## src/rtl/bprd_pkg.sv

```systemverilog
// Shared types and constants for the button press repeat detector.
package bprd_pkg;

  // Configuration register reset values, in milliseconds
  localparam logic [15:0] PressHoldReset   = 16'd50;
  localparam logic [15:0] RepeatDelayReset = 16'd1000;
  localparam logic [15:0] RepeatPeriodReset = 16'd100;

  // Configuration register indexes (word address)
  localparam int unsigned RegIdxW = 2;
  localparam logic [RegIdxW-1:0] REG_PRESS_HOLD    = 2'd0;
  localparam logic [RegIdxW-1:0] REG_REPEAT_DELAY  = 2'd1;
  localparam logic [RegIdxW-1:0] REG_REPEAT_PERIOD = 2'd2;

  // Event and status flag positions
  localparam int unsigned EVT_CLICKED  = 0;
  localparam int unsigned EVT_RELEASED = 1;
  localparam int unsigned EVT_REPEATED = 2;
  localparam int unsigned ST_PRESSED   = 0;
  localparam int unsigned ST_RELEASED  = 1;
  localparam int unsigned ST_REPEATED  = 2;

  // Button phase
  typedef enum logic [2:0] {
    PH_WAIT_REL  = 3'd0,
    PH_WAIT_PRS  = 3'd1,
    PH_QUALIFY   = 3'd2,
    PH_REP_DELAY = 3'd3,
    PH_REPEAT    = 3'd4
  } phase_t;

endpackage

```

## src/rtl/button_press_repeat_detector.sv

```systemverilog
// Button press qualifier with auto-repeat: input stage, step logic, result stage.
//
// Each item is one poll of the button: its pressed level, a 32-bit millisecond
// timestamp and event clear controls. The block takes one item per clock while
// in_ready is high. An item is held in the input register and then stepped into
// the result register, from which its result is offered. The phase machine
// and its time mark advance once per item, so items may arrive in every cycle.
// in_ready drops only while both the input register and the result register are
// full and out_ready is low. Hold, repeat delay and repeat period sit in APB
// registers at byte addresses 0, 4 and 8 (16 bits each); the user must write them
// only while no item is in flight, as the block itself does not enforce this.
module button_press_repeat_detector (
  input  logic        clk,
  input  logic        rst,
  // Poll items
  input  logic        in_valid,
  output logic        in_ready,
  input  logic        pressed_level,
  input  logic [31:0] now_ms,
  input  logic        clear_all,
  input  logic [2:0]  clear_mask,
  // Results
  output logic        out_valid,
  input  logic        out_ready,
  output logic        click_fired,
  output logic [2:0]  event_bits,
  output logic [2:0]  status_bits,
  output logic [7:0]  clicks,
  // Configuration
  input  logic        psel,
  input  logic        penable,
  input  logic        pwrite,
  input  logic [3:0]  paddr,
  input  logic [31:0] pwdata,
  output logic [31:0] prdata,
  output logic        pready
);
  import bprd_pkg::*;

  logic [15:0] press_hold_ms;
  logic [15:0] repeat_delay_ms;
  logic [15:0] repeat_period_ms;

  logic        s1_valid;
  logic        s1_level;
  logic [31:0] s1_now;
  logic        s1_clear_all;
  logic [2:0]  s1_clear_mask;
  logic        advance;

  phase_t      phase, phase_next;
  logic [31:0] time_mark, time_mark_next;
  logic [2:0]  event_store, event_store_next;
  logic [2:0]  status_store, status_store_next;
  logic [7:0]  click_total, click_total_next;
  logic        fired;
  logic [31:0] elapsed;
  logic [15:0] limit;
  logic        reached;

  // Combined clear: clear_all wipes every event, else the mask picks bits
  function automatic logic [2:0] clear_mask_eff(input logic all_bits, input logic [2:0] mask);
    return all_bits ? 3'b111 : mask;
  endfunction

  // Configuration registers
  assign pready = 1'b1;

  always_ff @(posedge clk) begin
    if (rst) begin
      press_hold_ms    <= PressHoldReset;
      repeat_delay_ms  <= RepeatDelayReset;
      repeat_period_ms <= RepeatPeriodReset;
    end else if (psel && penable && pwrite) begin
      unique case (paddr[3:2])
        REG_PRESS_HOLD:    press_hold_ms    <= pwdata[15:0];
        REG_REPEAT_DELAY:  repeat_delay_ms  <= pwdata[15:0];
        REG_REPEAT_PERIOD: repeat_period_ms <= pwdata[15:0];
        default: ;
      endcase
    end
  end

  always_comb begin
    unique case (paddr[3:2])
      REG_PRESS_HOLD:    prdata = {16'd0, press_hold_ms};
      REG_REPEAT_DELAY:  prdata = {16'd0, repeat_delay_ms};
      REG_REPEAT_PERIOD: prdata = {16'd0, repeat_period_ms};
      default:           prdata = 32'd0;
    endcase
  end

  // Flow control: step the held item when the result register can take it
  assign advance  = s1_valid && (!out_valid || out_ready);
  assign in_ready = !s1_valid || advance;

  // Input register
  always_ff @(posedge clk) begin
    if (rst) begin
      s1_valid <= 1'b0;
    end else if (in_ready) begin
      s1_valid <= in_valid;
    end
  end

  always_ff @(posedge clk) begin
    if (in_valid && in_ready) begin
      s1_level      <= pressed_level;
      s1_now        <= now_ms;
      s1_clear_all  <= clear_all;
      s1_clear_mask <= clear_mask;
    end
  end

  // Deadline check against the stored mark, 32-bit wrap
  assign elapsed = s1_now - time_mark;
  always_comb begin
    case (phase)
      PH_QUALIFY:   limit = press_hold_ms;
      PH_REP_DELAY: limit = repeat_delay_ms;
      default:      limit = repeat_period_ms;
    endcase
  end
  assign reached = elapsed >= {16'd0, limit};

  // Step: apply clears, then run the phase machine
  always_comb begin
    phase_next        = phase;
    time_mark_next    = time_mark;
    status_store_next = status_store;
    click_total_next  = click_total;
    fired             = 1'b0;
    event_store_next  = event_store & ~clear_mask_eff(s1_clear_all, s1_clear_mask);

    unique case (phase)
      PH_WAIT_REL: begin
        if (!s1_level) phase_next = PH_WAIT_PRS;
      end
      PH_WAIT_PRS: begin
        if (s1_level) begin
          phase_next       = PH_QUALIFY;
          time_mark_next   = s1_now;
          click_total_next = 8'd0;
        end
      end
      PH_QUALIFY: begin
        if (s1_level) begin
          if (reached) begin
            fired                          = 1'b1;
            phase_next                     = PH_REP_DELAY;
            time_mark_next                 = s1_now;
            event_store_next[EVT_CLICKED]  = 1'b1;
            status_store_next[ST_PRESSED]  = 1'b1;
            click_total_next               = click_total + 8'd1;
          end
        end else begin
          phase_next = PH_WAIT_PRS;
          if (status_store[ST_PRESSED]) begin
            event_store_next[EVT_RELEASED] = 1'b1;
            status_store_next[ST_RELEASED] = 1'b1;
            status_store_next[ST_PRESSED]  = 1'b0;
            status_store_next[ST_REPEATED] = 1'b0;
          end
        end
      end
      PH_REP_DELAY, PH_REPEAT: begin
        if (s1_level) begin
          if (reached) begin
            fired                          = 1'b1;
            phase_next                     = PH_REPEAT;
            time_mark_next                 = s1_now;
            event_store_next[EVT_CLICKED]  = 1'b1;
            event_store_next[EVT_REPEATED] = 1'b1;
            status_store_next[ST_REPEATED] = 1'b1;
            click_total_next               = click_total + 8'd1;
          end
        end else begin
          phase_next     = PH_QUALIFY;
          time_mark_next = s1_now;
        end
      end
      default: begin
        phase_next = PH_WAIT_REL;
      end
    endcase
  end

  // State registers advance once per stepped item
  always_ff @(posedge clk) begin
    if (rst) begin
      phase        <= PH_WAIT_REL;
      time_mark    <= 32'd0;
      event_store  <= 3'd0;
      status_store <= 3'd0;
      click_total  <= 8'd0;
    end else if (advance) begin
      phase        <= phase_next;
      time_mark    <= time_mark_next;
      event_store  <= event_store_next;
      status_store <= status_store_next;
      click_total  <= click_total_next;
    end
  end

  // Result register
  always_ff @(posedge clk) begin
    if (rst) begin
      out_valid <= 1'b0;
    end else if (advance) begin
      out_valid <= 1'b1;
    end else if (out_ready) begin
      out_valid <= 1'b0;
    end
  end

  always_ff @(posedge clk) begin
    if (advance) begin
      click_fired <= fired;
      event_bits  <= event_store_next;
      status_bits <= status_store_next;
      clicks      <= click_total_next;
    end
  end

endmodule

```

## config.mk

```make
export PLATFORM = sky130hd
export DESIGN_NAME = button_press_repeat_detector
export DESIGN_NICKNAME = d
export VERILOG_FILES = /design/src/rtl/bprd_pkg.sv /design/src/rtl/button_press_repeat_detector.sv
export SDC_FILE = /design/constraint.sdc
export NUM_CORES = 1
export LEC_CHECK = 0
export BUFFER_PORTS_ARGS = -buffer_cell sky130_fd_sc_hd__buf_4
export CAP_MARGIN = 25
export CORE_MARGIN = 2
export CORE_UTILIZATION = 55
export DETAILED_ROUTE_END_ITERATION = 8
export MAX_ROUTING_LAYER = met4
export PLACE_DENSITY = 0.79
export SYNTH_ARGS = -nofsm -noshare
export SYNTH_HDL_FRONTEND = slang
export SYNTH_SLANG_ARGS = --single-unit
export TNS_END_PERCENT = 30
```

## constraint.sdc

```tcl
create_clock -name clk -period 5.8 [get_ports clk]
set_clock_uncertainty 0.05 [all_clocks]
set_input_delay 0.58 -clock clk [delete_from_list [all_inputs] [get_ports clk]]
set_output_delay 0.58 -clock clk [all_outputs]
set_load 0.05 [all_outputs]
```

==> results.py <==
metrics = {
    "run": {
        "max_cap_violations": 0,
    },
    "synthesis": {
        "yosys-top-cells-area": "dfxtp_1, edfxtp_1, nand2_1",
        "ys.flop_type": "dfxtp_1",
        "yosysSeqAreaShare_pct": 39.3,
        "synth_area_per_cell_um2": 8.38,
        "synthTopCellsByCount": "nand2_1, a21oi_1, dfxtp_1",
        "synth.most_common_cell": "nand2_1",
        "synth-seq-cells": 151,
        "ys_types": 73,
        "synth_top_area_share_pct": 22.0,
        "yosysWarnings": 0,
        "synthCells": 1077,
        "async_reset_ff_share_pct": 0,
        "yosysTopAreaCell": "dfxtp_1",
        "netlist_area_um2": 9020,
        "synth_edf_count": 52,
    },
    "sta": {
        "finalSetupTns_ns": 0,
        "grt_setup_unrepaired": "no",
        "worst_slew_pin_slew_ns": 0.910,
        "finalSetupViolCount": 0,
        "whs_ns": 0.263,
        "fin_crit_ns": 5.16,
        "min_period_over_period_pct": 88.9,
        "timing_hold_violations_final": 0,
        "slew_headroom_pct": 39.3,
        "clock.fmax_ghz": 0.194,
        "slew_violations": 0,
    },
    "clock_network": {
        "cts_sinks": 151,
        "htree_levels": 4,
        "clkTransAtPathRegs_ns": 0.07,
        "clock_latency_ns": 0.44,
        "numCtsBuffers": 17,
        "postCtsResizedCells": 0,
        "clock_path_buffers": 2,
        "postCtsSetupBuffers": 0,
        "cts_tree": "built",
        "cts_root_buf": "clkbuf_16",
        "cts-hold-fix-buffers": 0,
    },
    "finish": {
        "regArea_um2": 3540,
        "area_delta_synth_final_pct": 14.5,
        "nFillCells": 1377,
        "antenna_cells": 0,
        "utilization_pct": 64.8,
        "drive_gt1_share_pct": 13.4,
        "multi_input_area_um2": 4970,
        "final_cell_area_um2": 10300,
        "final_nets": 1267,
    },
    "setup_path": {
        "r2r-start": "s1_now[0]",
        "regToRegSetupSlack_ns": 0.64,
        "rr_worst_depth": 21,
        "r2r_end": "time_mark[17]",
        "path_class": "register to register",
        "crit_required_ns": 6.10,
        "cp_max_fo": 18,
        "start_kind": "register",
        "cp-end-kind": "register",
        "crit_arrival_ns": 5.46,
    },
    "placed_design": {
        "placed_area_um2": 9730,
        "gp_congestion": 0.909,
        "dpl.hpwl_mm": 14.5,
        "io_buffer_count": 94,
    },
    "power": {
        "p_leak_nw": 3.98,
        "totalPowerFinal_w": 0.00277,
        "power_density_nw_per_um2": 268,
        "vdd_drop_max_mv": 0.231,
    },
    "drt": {
        "routed_wl_mm": 21.3,
        "dr.pass1.iters": 5,
        "drt_iter0_markers": 683,
        "post_drt_wl_per_cell_um": 15.5,
        "drc_errors": 0,
        "ant_nets": 0,
        "vias": 7836,
        "avgViaCountPerCell": 5.73,
    },
    "floorplan": {
        "io_pins": 130,
        "rows": 46,
        "core-area_um2": 15900,
        "die_area_um2": 17400,
        "initial_utilization_pct": 56.6,
        "die_w_um": 132,
        "die_h_um": 132,
    },
    "min_path": {
        "min_from": "now_ms[0]",
        "whs_path_depth": 1,
        "hp-class": "primary input to register",
        "min_to": "s1_now[0]",
    },
    "global_routing": {
        "grt_overflow": 0,
        "track_usage_pct": 25.2,
        "grt_pass1_wl_mm": 34.8,
        "first_global_vias": 7431,
        "antenna_found_initial": 0,
        "grt_max_degree": 58,
    },
    "outcome": {
        "status": "completed",
    },
}
-- placed cells by master (no fill, tap or decap), types with 4 or more instances in the layout --
cell type	n
a211oi_1	10
a21o_1	18
a21oi_1	110
a31oi_1	20
a41oi_1	4
and2_1	9
and3_1	10
buf_4	102
clkbuf_16	17
conb_1	17
dfxtp_1	99
edfxtp_1	52
ha_1	48
inv_1	42
inv_4	5
mux2i_1	66
nand2_1	228
nand2b_1	6
nand3_1	24
nand4_1	13
nor2_1	58
nor2b_1	8
nor3_1	15
nor4_1	4
o2111ai_1	4
o211ai_1	7
o21a_1	10
o21ai_0	40
o21ai_1	5
o21bai_1	4
or3_1	5
xnor2_1	11
xor2_1	11
-- through the flow --
step                      cells  worst slack (ns)
final                      1367             0.644
after global routing       1367             0.237
after CTS                  1365             0.591
after detailed placement   1333             0.627
after global placement     1332             0.677
after floorplan            1092              1.31
-- worst max path at each step --
stage | start | endpoint | slack [ns] | cells after the start
2_1_floorplan | s1_now[0] | clicks[2] | 1.31 | 22
3_3_place_gp | s1_now[0] | time_mark[1] | 0.68 | 20
3_5_place_dp | s1_now[0] | time_mark[19] | 0.63 | 20
4_1_cts | s1_now[0] | time_mark[19] | 0.59 | 20
5_1_grt | s1_now[0] | time_mark[1] | 0.24 | 21
6_report | s1_now[0] | time_mark[17] | 0.64 | 21
-- registers in the layout, indices dropped and copies added (netlist names), 3 cells and up --
name              count
event_store           3
status_store          3
repeat_period_ms     16
time_mark            32
s1_now               32
repeat_delay_ms      16
s1_clear_mask         3
click_total           8
press_hold_ms        16
status_bits           3
phase                 3
event_bits            3
clicks                8
-- critical path, stage by stage (launching register included) --
cell and delay, ns:
edfxtp_1 0.35, inv_1 0.05, ha_1 0.22, fa_1 0.40, nand2b_1 0.19, a21oi_2 0.19
o211ai_1 0.14, a211o_1 0.41, nand2_1 0.13, xor2_1 0.20, ha_1 0.26, nand4_1 0.11
a211oi_1 0.07, a2111o_1 0.42, a2111oi_0 0.30, nand3_1 0.11, nand4bb_1 0.18, and4b_1 0.31
a22oi_1 0.13, o21a_2 0.40, buf_16 0.25, mux2i_1 0.18
-- cell type report --
class / count / share of cell area [%]
multi-input cells: 820 / 48.1
flip-flops and latches: 151 / 34.3
repair buffers: 105 / 7.87
clock buffers: 20 / 4.45
well taps: 216 / 2.61
inverters: 43 / 1.56
clock inverters: 12 / 1.09
-- where the power goes --
| part | leakage [nW] | total [W] | switching, W | internal (W) |
|---|---|---|---|---|
| clock | 0.293 | 0.00109 | 0.000462 | 0.000625 |
| combinational | 2.39 | 0.000520 | 0.000330 | 0.000191 |
| sequential | 1.31 | 0.00116 | 0.0000269 | 0.00113 |
| total | 3.98 | 0.00277 | 0.000818 | 0.00195 |
-- logic make-up after synthesis --
group / synth area share, %
multiplexers: 7.45
AND/OR/NAND/NOR: 19.2
XOR/XNOR: 2.14
AO/OA/AOI/OAI: 18.7
adder cells (fa/ha/maj): 6.88
buffers and inverters: 6.25
other: 0.0832
flip-flops: 39.3
-- per-layer routing --
metal / vias to the layer above / track usage [%] / wire length, um
li1: 3906 / - / -
met1: 3641 / 31.5 / 9680
met2: 249 / 40.2 / 9900
met3: 40 / 4.31 / 1130
met4: 0 / 11.0 / 544
met5: - / - / 0
Power figures use the tool's default switching activity.
